<file path="src/rtl/midpoint_line_rasterizer_assert.svh">
// Assertion macros for the line rasterizer RTL.
// Uses clk_i and rst_ni of the including module; empty under SYNTHESIS.
`ifndef MIDPOINT_LINE_RASTERIZER_ASSERT_SVH
`define MIDPOINT_LINE_RASTERIZER_ASSERT_SVH

`ifndef SYNTHESIS
`define MLR_ASSERT(lbl, prop, msg) \
  lbl: assert property (@(posedge clk_i) disable iff (!rst_ni) (prop)) else $error(msg);
`define MLR_ASSERT_NEVER(lbl, cond, msg) \
  lbl: assert property (@(posedge clk_i) disable iff (!rst_ni) !(cond)) else $error(msg);
`else
`define MLR_ASSERT(lbl, prop, msg)
`define MLR_ASSERT_NEVER(lbl, cond, msg)
`endif

`endif

</file>
<file path="src/rtl/mlr_pkg.sv">
// Shared types and constants of the line rasterizer.
// No dependencies.
package mlr_pkg;

  localparam int unsigned COORD_BITS_DEF = 12;
  localparam int unsigned CLIP_W         = 11;
  localparam int unsigned CFG_IDX_W      = 2;

  localparam logic [CLIP_W-1:0] CLIP_X_RESET = 11'd1919;
  localparam logic [CLIP_W-1:0] CLIP_Y_RESET = 11'd1079;

  typedef enum logic [CFG_IDX_W-1:0] {
    CFG_CLIP_X_MAX = 2'd0,
    CFG_CLIP_Y_MAX = 2'd1
  } cfg_idx_e;

  typedef enum logic {
    REQ_LOAD = 1'b0,
    REQ_STEP = 1'b1
  } req_e;

  typedef enum logic [1:0] {
    OCT_SHALLOW_FALL = 2'd0,
    OCT_SHALLOW_RISE = 2'd1,
    OCT_STEEP_RISE   = 2'd2,
    OCT_STEEP_FALL   = 2'd3
  } oct_e;

  typedef enum logic {
    ST_IDLE  = 1'b0,
    ST_SETUP = 1'b1
  } ctrl_state_e;

  typedef struct packed {
    logic load;        // capture endpoints and deltas
    logic setup;       // classify octant, init decision
    logic step_draw;   // emit next pixel of the active line
    logic step_empty;  // emit a no-pixel result
  } dp_cmd_t;

  typedef struct packed {
    logic line_active;
  } dp_sts_t;

endpackage

</file>
<file path="src/rtl/mlr_ctrl.sv">
// Request sequencer of the line rasterizer.
// Depends on mlr_pkg.
module mlr_ctrl import mlr_pkg::*; (
  input  logic    clk_i,
  input  logic    rst_ni,
  input  logic    start_i,
  input  logic    req_type_i,
  input  dp_sts_t sts_i,
  output dp_cmd_t cmd_o,
  output logic    busy_o
);

  ctrl_state_e state_q, state_d;

  always_ff @(posedge clk_i or negedge rst_ni) begin
    if (!rst_ni) begin
      state_q <= ST_IDLE;
    end else begin
      state_q <= state_d;
    end
  end

  always_comb begin
    state_d = state_q;
    cmd_o   = '0;
    busy_o  = 1'b0;
    unique case (state_q)
      ST_IDLE: begin
        if (start_i) begin
          if (req_type_i == REQ_LOAD) begin
            cmd_o.load = 1'b1;
            state_d    = ST_SETUP;
          end else if (sts_i.line_active) begin
            cmd_o.step_draw = 1'b1;
          end else begin
            cmd_o.step_empty = 1'b1;
          end
        end
      end
      ST_SETUP: begin
        busy_o      = 1'b1;
        cmd_o.setup = 1'b1;
        state_d     = ST_IDLE;
      end
      default: begin
        state_d = ST_IDLE;
      end
    endcase
  end

endmodule

</file>
<file path="src/rtl/mlr_datapath.sv">
// Line rasterizer datapath: clip registers, line setup, decision stepping, result regs.
// Depends on mlr_pkg and midpoint_line_rasterizer_assert.svh.
`include "midpoint_line_rasterizer_assert.svh"
module mlr_datapath import mlr_pkg::*; #(
  parameter int unsigned CoordBits = COORD_BITS_DEF
) (
  input  logic                        clk_i,
  input  logic                        rst_ni,
  input  dp_cmd_t                     cmd_i,
  output dp_sts_t                     sts_o,
  input  logic                        cfg_we_i,
  input  logic [CFG_IDX_W-1:0]        cfg_index_i,
  input  logic [CLIP_W-1:0]           cfg_data_i,
  input  logic signed [CoordBits-1:0] start_x_i,
  input  logic signed [CoordBits-1:0] start_y_i,
  input  logic signed [CoordBits-1:0] end_x_i,
  input  logic signed [CoordBits-1:0] end_y_i,
  output logic                        pixel_valid_o,
  output logic signed [CoordBits-1:0] pixel_x_o,
  output logic signed [CoordBits-1:0] pixel_y_o,
  output logic                        pixel_visible_o,
  output logic                        last_pixel_o,
  output logic                        no_pixel_o
);

  localparam int unsigned EW     = CoordBits + 2;  // deltas and their negation
  localparam int unsigned MOVE_W = CoordBits + 3;
  localparam int unsigned DEC_W  = CoordBits + 4;
  localparam int unsigned VW     = ((CoordBits > CLIP_W) ? CoordBits : CLIP_W) + 2;

  // clip window
  logic [CLIP_W-1:0] clip_x_q, clip_y_q;

  always_ff @(posedge clk_i or negedge rst_ni) begin
    if (!rst_ni) begin
      clip_x_q <= CLIP_X_RESET;
      clip_y_q <= CLIP_Y_RESET;
    end else if (cfg_we_i) begin
      if (cfg_index_i == CFG_CLIP_X_MAX) clip_x_q <= cfg_data_i;
      if (cfg_index_i == CFG_CLIP_Y_MAX) clip_y_q <= cfg_data_i;
    end
  end

  // endpoint capture
  logic signed [CoordBits-1:0] sx_q, sy_q, ex_q, ey_q;
  logic signed [EW-1:0]        dx_q, dy_q;

  always_ff @(posedge clk_i) begin
    if (cmd_i.load) begin
      sx_q <= start_x_i;
      sy_q <= start_y_i;
      ex_q <= end_x_i;
      ey_q <= end_y_i;
      dx_q <= EW'(end_x_i) - EW'(start_x_i);
      dy_q <= EW'(end_y_i) - EW'(start_y_i);
    end
  end

  // octant setup
  logic signed [EW-1:0]        ndx, ndy, run, rise;
  logic signed [CoordBits-1:0] mstart, mend;
  logic signed [DEC_W-1:0]     num, num_adj;
  oct_e                        oct_init;

  always_comb begin
    ndx = -dx_q;
    ndy = -dy_q;
    if ((!dx_q[EW-1] && !(dy_q > 0) && dx_q >= ndy) ||
        (!(dx_q > 0) && !dy_q[EW-1] && ndx >= dy_q)) begin
      oct_init = OCT_SHALLOW_FALL;
      run = dx_q;  rise = ndy;
      mstart = sx_q; mend = ex_q;
    end else if ((dx_q > 0 && dy_q > 0 && dx_q >= dy_q) ||
                 (dx_q[EW-1] && dy_q[EW-1] && ndx >= ndy)) begin
      oct_init = OCT_SHALLOW_RISE;
      run = dx_q;  rise = dy_q;
      mstart = sx_q; mend = ex_q;
    end else if ((!dy_q[EW-1] && !dx_q[EW-1] && dx_q < dy_q) ||
                 (!(dy_q > 0) && !(dx_q > 0) && ndx < ndy)) begin
      oct_init = OCT_STEEP_RISE;
      run = ndy;   rise = ndx;
      mstart = sy_q; mend = ey_q;
    end else begin
      oct_init = OCT_STEEP_FALL;
      run = ndy;   rise = dx_q;
      mstart = sy_q; mend = ey_q;
    end
    num     = (DEC_W'(rise) <<< 1) - DEC_W'(run);
    // halve toward zero: bias negatives up by one
    num_adj = num + $signed({{(DEC_W-1){1'b0}}, num[DEC_W-1]});
  end

  // line state
  logic signed [CoordBits-1:0] cur_x_q, cur_y_q, major_end_q;
  logic signed [DEC_W-1:0]     decision_q;
  logic signed [EW-1:0]        inc_keep_q;
  logic signed [MOVE_W-1:0]    inc_move_q;
  oct_e                        oct_q;
  logic                        rev_q, line_active_q;

  // step
  logic                        fwd, major_x, take, minor_neg, last;
  logic                        vis_x, vis_y;
  logic signed [CoordBits-1:0] major_cur, major_nxt, minor_cur, minor_nxt;
  logic signed [VW-1:0]        px_v, py_v;

  always_comb begin
    fwd       = !rev_q;
    major_x   = (oct_q == OCT_SHALLOW_FALL) || (oct_q == OCT_SHALLOW_RISE);
    minor_neg = ((oct_q == OCT_SHALLOW_FALL) || (oct_q == OCT_STEEP_FALL)) ? fwd : !fwd;
    if (major_x == fwd) begin
      take = !decision_q[DEC_W-1];
    end else begin
      take = decision_q[DEC_W-1] || (decision_q == '0);
    end
    major_cur = major_x ? cur_x_q : cur_y_q;
    minor_cur = major_x ? cur_y_q : cur_x_q;
    major_nxt = fwd ? major_cur + CoordBits'(1) : major_cur - CoordBits'(1);
    if (take) begin
      minor_nxt = minor_neg ? minor_cur - CoordBits'(1) : minor_cur + CoordBits'(1);
    end else begin
      minor_nxt = minor_cur;
    end
    last  = (major_nxt == major_end_q);
    px_v  = VW'(cur_x_q);
    py_v  = VW'(cur_y_q);
    vis_x = (px_v > 0) && (px_v <= $signed(VW'(clip_x_q)));
    vis_y = (py_v > 0) && (py_v <= $signed(VW'(clip_y_q)));
  end

  always_ff @(posedge clk_i or negedge rst_ni) begin
    if (!rst_ni) begin
      cur_x_q       <= '0;
      cur_y_q       <= '0;
      major_end_q   <= '0;
      decision_q    <= '0;
      inc_keep_q    <= '0;
      inc_move_q    <= '0;
      oct_q         <= OCT_SHALLOW_FALL;
      rev_q         <= 1'b0;
      line_active_q <= 1'b0;
    end else if (cmd_i.setup) begin
      cur_x_q       <= sx_q;
      cur_y_q       <= sy_q;
      major_end_q   <= mend;
      decision_q    <= num_adj >>> 1;
      inc_keep_q    <= rise;
      inc_move_q    <= MOVE_W'(rise) - MOVE_W'(run);
      oct_q         <= oct_init;
      rev_q         <= !(mstart < mend);
      line_active_q <= (mstart != mend);
    end else if (cmd_i.step_draw) begin
      decision_q <= take ? decision_q + DEC_W'(inc_move_q)
                         : decision_q + DEC_W'(inc_keep_q);
      if (major_x) begin
        cur_x_q <= major_nxt;
        cur_y_q <= minor_nxt;
      end else begin
        cur_y_q <= major_nxt;
        cur_x_q <= minor_nxt;
      end
      if (last) line_active_q <= 1'b0;
    end
  end

  assign sts_o.line_active = line_active_q;

  // result register
  logic                        valid_q, vis_q, last_q, none_q;
  logic signed [CoordBits-1:0] px_q, py_q;

  always_ff @(posedge clk_i or negedge rst_ni) begin
    if (!rst_ni) begin
      valid_q <= 1'b0;
    end else begin
      valid_q <= cmd_i.step_draw || cmd_i.step_empty;
    end
  end

  always_ff @(posedge clk_i) begin
    if (cmd_i.step_draw) begin
      px_q   <= cur_x_q;
      py_q   <= cur_y_q;
      vis_q  <= vis_x && vis_y;
      last_q <= last;
      none_q <= 1'b0;
    end else if (cmd_i.step_empty) begin
      px_q   <= '0;
      py_q   <= '0;
      vis_q  <= 1'b0;
      last_q <= 1'b0;
      none_q <= 1'b1;
    end
  end

  assign pixel_valid_o   = valid_q;
  assign pixel_x_o       = px_q;
  assign pixel_y_o       = py_q;
  assign pixel_visible_o = vis_q;
  assign last_pixel_o    = last_q;
  assign no_pixel_o      = none_q;

  `MLR_ASSERT(a_result_follows_step, valid_q |-> $past(cmd_i.step_draw || cmd_i.step_empty), "result strobe without a step request")
  `MLR_ASSERT(a_last_ends_line, (valid_q && last_q) |-> !line_active_q, "line still active after last pixel")
  `MLR_ASSERT(a_empty_is_blank, (valid_q && none_q) |-> (!vis_q && !last_q), "no-pixel result flagged visible or last")
  `MLR_ASSERT_NEVER(a_step_without_line, cmd_i.step_draw && !line_active_q, "pixel step with no active line")

endmodule

</file>
<file path="src/rtl/midpoint_line_rasterizer.sv">
// Midpoint line rasterizer with clip-window visibility flag.
//
// Request channel: start_i with req_type_i and the endpoint fields; a request is
// taken on a rising edge with start_i high and busy_o low.
//   Load request: latches the endpoints, then spends a setup state classifying
//   the octant and seeding the decision value; busy_o is high during setup.
//   A load produces no result. A load of a zero-length line leaves no line active.
//   Step request: one result per step; steps may be issued every clock while busy_o is low.
// Result channel: pixel_valid_o pulses for one cycle, the cycle after the step
// request, with pixel_x_o/pixel_y_o, pixel_visible_o, last_pixel_o, no_pixel_o.
// The receiver cannot stall; results must be consumed when the strobe is high.
// Throughput: one pixel per clock while busy_o is low, set by the single add and
// compare on the decision register. A load captures the endpoints, then runs setup.
// Config channel: cfg_valid_i/cfg_ready_o with cfg_index_i (0 clip x max,
// 1 clip y max, other indexes ignored) and cfg_data_i; always ready.
// Reset: clip window 1919 x 1079, no line active, no result pending.
// Depends on mlr_pkg, mlr_ctrl, mlr_datapath.
module midpoint_line_rasterizer import mlr_pkg::*; #(
  parameter int unsigned COORD_BITS = COORD_BITS_DEF
) (
  input  logic                         clk_i,
  input  logic                         rst_ni,
  input  logic                         start_i,
  output logic                         busy_o,
  input  logic                         req_type_i,
  input  logic signed [COORD_BITS-1:0] start_x_i,
  input  logic signed [COORD_BITS-1:0] start_y_i,
  input  logic signed [COORD_BITS-1:0] end_x_i,
  input  logic signed [COORD_BITS-1:0] end_y_i,
  output logic                         pixel_valid_o,
  output logic signed [COORD_BITS-1:0] pixel_x_o,
  output logic signed [COORD_BITS-1:0] pixel_y_o,
  output logic                         pixel_visible_o,
  output logic                         last_pixel_o,
  output logic                         no_pixel_o,
  input  logic                         cfg_valid_i,
  output logic                         cfg_ready_o,
  input  logic [CFG_IDX_W-1:0]         cfg_index_i,
  input  logic [CLIP_W-1:0]            cfg_data_i
);

  dp_cmd_t cmd;
  dp_sts_t sts;

  assign cfg_ready_o = 1'b1;

  mlr_ctrl u_ctrl (
    .clk_i      (clk_i),
    .rst_ni     (rst_ni),
    .start_i    (start_i),
    .req_type_i (req_type_i),
    .sts_i      (sts),
    .cmd_o      (cmd),
    .busy_o     (busy_o)
  );

  mlr_datapath #(
    .CoordBits (COORD_BITS)
  ) u_datapath (
    .clk_i           (clk_i),
    .rst_ni          (rst_ni),
    .cmd_i           (cmd),
    .sts_o           (sts),
    .cfg_we_i        (cfg_valid_i && cfg_ready_o),
    .cfg_index_i     (cfg_index_i),
    .cfg_data_i      (cfg_data_i),
    .start_x_i       (start_x_i),
    .start_y_i       (start_y_i),
    .end_x_i         (end_x_i),
    .end_y_i         (end_y_i),
    .pixel_valid_o   (pixel_valid_o),
    .pixel_x_o       (pixel_x_o),
    .pixel_y_o       (pixel_y_o),
    .pixel_visible_o (pixel_visible_o),
    .last_pixel_o    (last_pixel_o),
    .no_pixel_o      (no_pixel_o)
  );

endmodule

</file>
<file path="config.mk">
export PLATFORM = sky130hd
export DESIGN_NAME = midpoint_line_rasterizer
export DESIGN_NICKNAME = d
export VERILOG_FILES = /design/src/rtl/mlr_pkg.sv /design/src/rtl/mlr_ctrl.sv /design/src/rtl/mlr_datapath.sv /design/src/rtl/midpoint_line_rasterizer.sv
export VERILOG_INCLUDE_DIRS = /design/src /design/src/rtl
export SDC_FILE = /design/constraint.sdc
export NUM_CORES = 1
export LEC_CHECK = 0
export CAP_MARGIN = 20
export CELL_PAD_IN_SITES_DETAIL_PLACEMENT = 1
export CELL_PAD_IN_SITES_GLOBAL_PLACEMENT = 1
export CORE_UTILIZATION = 55
export CTS_CLUSTER_DIAMETER = 50
export CTS_CLUSTER_SIZE = 40
export DETAILED_ROUTE_END_ITERATION = 8
export DONT_BUFFER_PORTS = 1
export PLACE_DENSITY = 0.9
export SKIP_LAST_GASP = 1
export SLEW_MARGIN = 15
export SYNTH_ARGS = -nofsm -noshare
export SYNTH_HDL_FRONTEND = slang
export SYNTH_HIERARCHICAL = 1
export SYNTH_SLANG_ARGS = --single-unit
</file>
<file path="constraint.sdc">
create_clock -name clk_i -period 15.8 [get_ports clk_i]
set_clock_uncertainty 0.1 [all_clocks]
set_input_delay 3.16 -clock clk_i [delete_from_list [all_inputs] [get_ports clk_i]]
set_output_delay 3.16 -clock clk_i [all_outputs]
set_load 0.05 [all_outputs]
</file>
* Word-level counts from Yosys, hierarchy flattened
Index checks and enable logic that the tools add are counted.
** Storage, ports and cells
- Flip-flop bits (word level) :: 210
- Bits of input ports :: 66
- Word-level logic and storage cells :: 142
** Operators by class
- $add $sub $neg :: 13
- $lt $le $gt $ge :: 13
- Equal/unequal tests :: 6
- Mux-type cells :: 47
- Bitwise operators :: 1
- Reductions and logical operators :: 38
** Operator list (count)
- $mux 12 :: 18
- $mux 14 :: 5
- $mux 16 :: 3
- $neg 13->14 :: 2
- $gt 13x1->1 const B :: 2
- $sub 12x12->13 :: 2
- $add 12x2->12 const B :: 2
- $gt 12x1->1 const B :: 2
- $le 12x12->1 :: 2
- $sub 12x2->12 const B :: 2
- $add 16x14->16 :: 1
- $add 16x15->16 :: 1
- $add 16x2->16 :: 1
- $logic_not 16->1 :: 1
- $sub 15x14->16 :: 1
- $logic_and 1x1->1 :: 15
- $mux 1 :: 15
- $sub 14x14->15 :: 1
- $ge 13x14->1 :: 1
- $ge 14x13->1 :: 1
- $ge 14x14->1 :: 1
- $lt 14x14->1 :: 1
- $ge 13x13->1 :: 1
- $lt 13x13->1 :: 1
- other kinds (14) :: 36

* Longest topological paths before layout
- Depth in word-level cells :: 11
- Gate-level depth with buffers :: 35
- Mapped depth without buffers :: 33

* By module
Netlist, hierarchy kept.
** By module, submodules not included
- mlr_datapath :: instances 1, cells an instance 1875, area each 16839.9 um^2, seq. area each 5745.5 um^2
- mlr_ctrl :: instances 1, cells an instance 6, area each 71.3 um^2, seq. area each 25.0 um^2
- midpoint_line_rasterizer :: instances 1, cells an instance 2, area each 11.3 um^2, seq. area each 0.0 um^2

* Least setup slack after synthesis
Ideal clock, no wire load.
- Path kind :: reg-to-reg
- Start :: reg u_datapath.dx_q[0]
- End :: reg u_datapath.decision_q[13]
- Setup time :: 82 ps
- Arrival time :: 6679 ps
- Required time :: 15618 ps
- Path slack :: 8939 ps
- Stages on the path, launching flop included :: 31
- Period minus slack after synthesis :: 6861 ps
- Path through :: edfxtp_1 > inv_1 > ha_1 > buf_2 > or3b_1 > o41a_1 > o211ai_1 > nand4_1 > or4b_4 > nor4_2 > o31a_2 > buf_4 > buf_4 > mux2i_1 > a211oi_1 > a21oi_1 > inv_1 > ha_1 > a21o_1 > a41o_1 > a31oi_1 > a21oi_2 > o2111ai_1 > nand3_1 > nand2_1 > ha_1 > nand2_1 > nor3_1 > inv_1 > or4_1 > a31oi_1
** On the way
- Cells in the longest elaborated chain, start to end :: 11
** Ends and longest elaborated chain
- start, declared :: line mlr_datapath.sv:46 : logic signed [EW-1:0] dx_q, dy_q;
- start signal, assigned :: line mlr_datapath.sv:54 : dx_q <= EW'(end_x_i) - EW'(start_x_i);
- branches (longest 7 deep; another with $neg 13->14)
- $mux 14 (*) :: line mlr_datapath.sv:68 : if ((!dx_q[EW-1] && !(dy_q > 0) && dx_q >= ndy) ||
- via u_datapath.rise[1] :: line mlr_datapath.sv:60 : logic signed [EW-1:0] ndx, ndy, run, rise;
- $sub 15x14->16 (*) :: line mlr_datapath.sv:88 : num = (DEC_W'(rise) <<< 1) - DEC_W'(run);
- $add 16x2->16 (*) :: line mlr_datapath.sv:90 : num_adj = num + $signed({{(DEC_W-1){1'b0}}, num[DEC_W-1]});
- $mux 16 (*) :: line mlr_datapath.sv:142 : end else if (cmd_i.setup) begin
- end signal, assigned :: line mlr_datapath.sv:146 : decision_q <= num_adj >>> 1;
- end signal, assigned :: line mlr_datapath.sv:153 : decision_q <= take ? decision_q + DEC_W'(inc_move_q)
- end, declared :: line mlr_datapath.sv:95 : logic signed [DEC_W-1:0] decision_q;
Mark *: on every way through the listed nets, which the timed path passes.
A chain may end at the register's enable or synchronous reset.

* Final worst setup path
Ends and elaborated chain as after synthesis.

==> metrics.md <==
| Metric | Value |
|---|---|
| Placed cell areas | 17,140 um2 |
| CTS tree | yes |
| Core ar. | 29,950 um2 |
| Nets | 2,069 |
| Router iterations before antenna repair | 5 |
| Synth warnings | 6 |
| Vias in the first global route | 15,540 |
| XOR/XNOR Fraction of Synth Area | 6.285% |
| Worst path max stage delay | 0.84 ns |
| Required @ worst endpoint | 16.19 ns |
| Setup-failing EPs final | 0 |
| Tmin final | 8.523 ns |
| Top delay family on crit path | simple AND/OR/NAND/NOR gates |
| Top cells by area, synth | edfxtp_1, dfrtp_1, ha_1 |
| Max Fclk | 0.1173 GHz |
| Post-Synth Adder-Cell Area | 12.52% |
| Avg Cell Area, Syn | 8.987 um2 |
| Most common cell in the netlist | nand2_1 |
| Post-synth cell types | 112 |
| Antenna cells | 0 |
| Crit Path Max Fanout | 23 |
| ANT nets after route | 0 |
| Setup TNS | 0 ns |
| Mux contribution to synthesized area | 4.311% |
| Static Leak | 7.758 nW |
| WL/cell | 25.00 um |
| Worst Path Class, Setup | reg -> reg |
| Post-synthesis cell area | 16,920 um2 |
| Post-synthesis instance total | 1,883 |
| Starting Density | 56.50% |
| Gr ovfl total | 0 |
| Boundary Pins | 96 |
| Area Overhead vs Synth | 7.423% |
| Tot Pwr | 3.599 mW |
| Simple-Gate Fraction of Synth Area | 17.15% |
| First-pass GRT wire length | 88,220 um |
| Hold buffers post-CTS | 0 |
| Die X | 177.4 um |
| Max_cap viols | 0 |
| Synth async-reset ratio | 51.90% |
| Most frequent cells after synthesis | nand2_1, ha_1, inv_1 |
| Post-synth EDFFs | 100 |
| Hold crit path type | reg -> reg |
| Main combinational cell family by area after synthesis | compound AO/OA/AOI/OAI gates |
| Post-CTS sizing | 0 |
| Slowest stage cell on the critical path | and3_1 |
| Register area share after synthesis | 34.10% |
| CTS H-tree depth | 1 |
| Peak VDD IR | 0.1023 mV |
| Routed wire length | 56,370 um |
| Clk root buf | clkbuf_16 |
| Vias | 14,870 |
| Worst slew pin tran | 1.050 ns |
| Largest net degree at the start of global routing | 110 |
| Biggest area consumer among synthesized cells | edfxtp_1 |
| Clock transition at the registers of the reported paths | 0.06 ns |
| DRC | 0 |
| I/O Buffers | 0 |
| Initial antenna violation count | 2 |
| Crit start category | flip-flop |
| Post-CTS Setup Repair Bufs | 0 |
| Final Hold Fails | 0 |
| Aggregate global-route resource usage | 36.20% |
| DIE AREA | 31,470 um2 |
| Top cell type's share of synthesized area | 17.74% |
| Yosys reg bits | 210 |
| Vias per Instance | 6.595 |
| Crit path DAT | 8.91 ns |
| Post-route cell area | 18,180 um2 |
| RSZ-0062 raised after global routing | false |
| Layout cells sized above 1 | 10.24% |
| Relative slew margins | 29.38% |
| Period utilization | 53.95% |
| Clock Latency Late Sink | 0.57 ns |
| Power Density | 198.0 nW/um2 |
| Die height | 177.4 um |
| Row count | 63 |
| Fillcell total | 3,413 |
| Syn nets | 2,110 |
| Clk sinks | 210 |
| Status | completed |
| Worst Setup End Kind | flip-flop |
| Drt initial violations | 1,295 |
| Post-DP HPWL | 41,610 um |
| Max-slew violations | 0 |
| Crit-path most repeated cell | ha_1 |
| Post-synthesis compound-gate area fraction | 20.16% |
| Clock Path Buffers | 3 |
| Num CTS Buffers | 29 |
| Synth Flop Type | edfxtp_1 |
| Gpl congestion | 0.9853 |
| Buf/Inv on CP | 3 |
==> report_power, final <==
group / switching (mW) / internal [mW] / total, mW / leakage [nW]
logic: 1.23 / 0.817 / 2.04 / 5.06
clock network: 0.291 / 0.402 / 0.692 / 0.500
registers: 0.164 / 0.698 / 0.861 / 2.20
==> stage by stage <==
step                      setup slack, ns  std cells  hold WS [ns]  utilization, %
after detailed placement            7.687       2200        0.3966           57.21
after CTS                           7.495       2254        0.4167           60.63
after global placement              8.002       2200        0.3857           57.21
after global routing                6.543       2255        0.4289           60.69
final                               7.277       2255        0.4128           60.69
after floorplan                     8.939       1883        0.3508               -
==> cells in the final DEF, fill, tap and decap left out, types with 16 or more instances in the layout <==
master,instances
dfstp_2,16
a21o_1,50
inv_1,137
nand2_1,211
mux2i_1,29
nand2b_1,19
nand4_1,20
nand3_1,27
ha_1,154
a211oi_1,22
and2_1,32
xnor2_1,81
a21oi_1,118
clkbuf_16,29
edfxtp_1,100
or3_1,16
nor2b_1,26
xor2_1,36
nor3_1,30
nor4_1,21
dfrtp_1,92
o21ai_0,115
a31oi_1,19
nor2_1,125
o211ai_1,24
o21bai_1,22
mux2_2,39
==> worst paths after layout <==
check / startpoint / to / slack (ns) / depth (start not counted)
worst max-delay path: u_datapath/dx_q[0] / u_datapath/decision_q[13] / 7.28 / 29
worst min-delay path: u_datapath/inc_keep_q[11] / u_datapath/inc_keep_q[11] / 0.41 / 1
worst max register to register: u_datapath/dx_q[0] / u_datapath/decision_q[13] / 7.28 / 29
worst min register to register: u_datapath/inc_keep_q[11] / u_datapath/inc_keep_q[11] / 0.41 / 1
max in group asynchronous: rst_ni / u_datapath/clip_y_q[0] / 13.19 / 0
min in group asynchronous: rst_ni / u_datapath/clip_y_q[6] / 2.19 / 0
==> registers in the layout (all words and copies together), names as in the netlist, 13 cells and up <==
| name | flops |
|---|---|
| u_datapath/inc_keep_q | 14 |
| u_datapath/dx_q | 13 |
| u_datapath/dy_q | 13 |
| u_datapath/decision_q | 16 |
| u_datapath/inc_move_q | 15 |
==> cell type report <==
type,count,area (um2),area share [%]
inverter,139,523.0,2.877
timing repair buffer,15,116.4,0.6401
clock buffer,31,733.2,4.033
clock inverter,23,289.0,1.590
multi-input combinational,1447,10250,56.41
tap,390,488.0,2.684
sequential,210,5774,31.76
==> metal layers <==
layer,vias to the layer above,global-route usage (%),wire [um],part of all wire [%]
li1,6707,-,-,-
met1,7451,46.67,23550,42
met2,568,61.41,27320,48
met3,141,5.463,3548,6.3
met4,4,12.96,1919,3.4
met5,-,0,29,0.051
==> cell families after synthesis <==
logic type | count (synthesis)
multiplexers | 68
flip-flops | 210
AO/OA/AOI/OAI | 506
buffers and inverters | 226
adder cells (fa/ha/maj) | 166
other | 1
AND/OR/NAND/NOR | 587
XOR/XNOR | 119
Note: power is estimated with default switching activity, not from simulation.
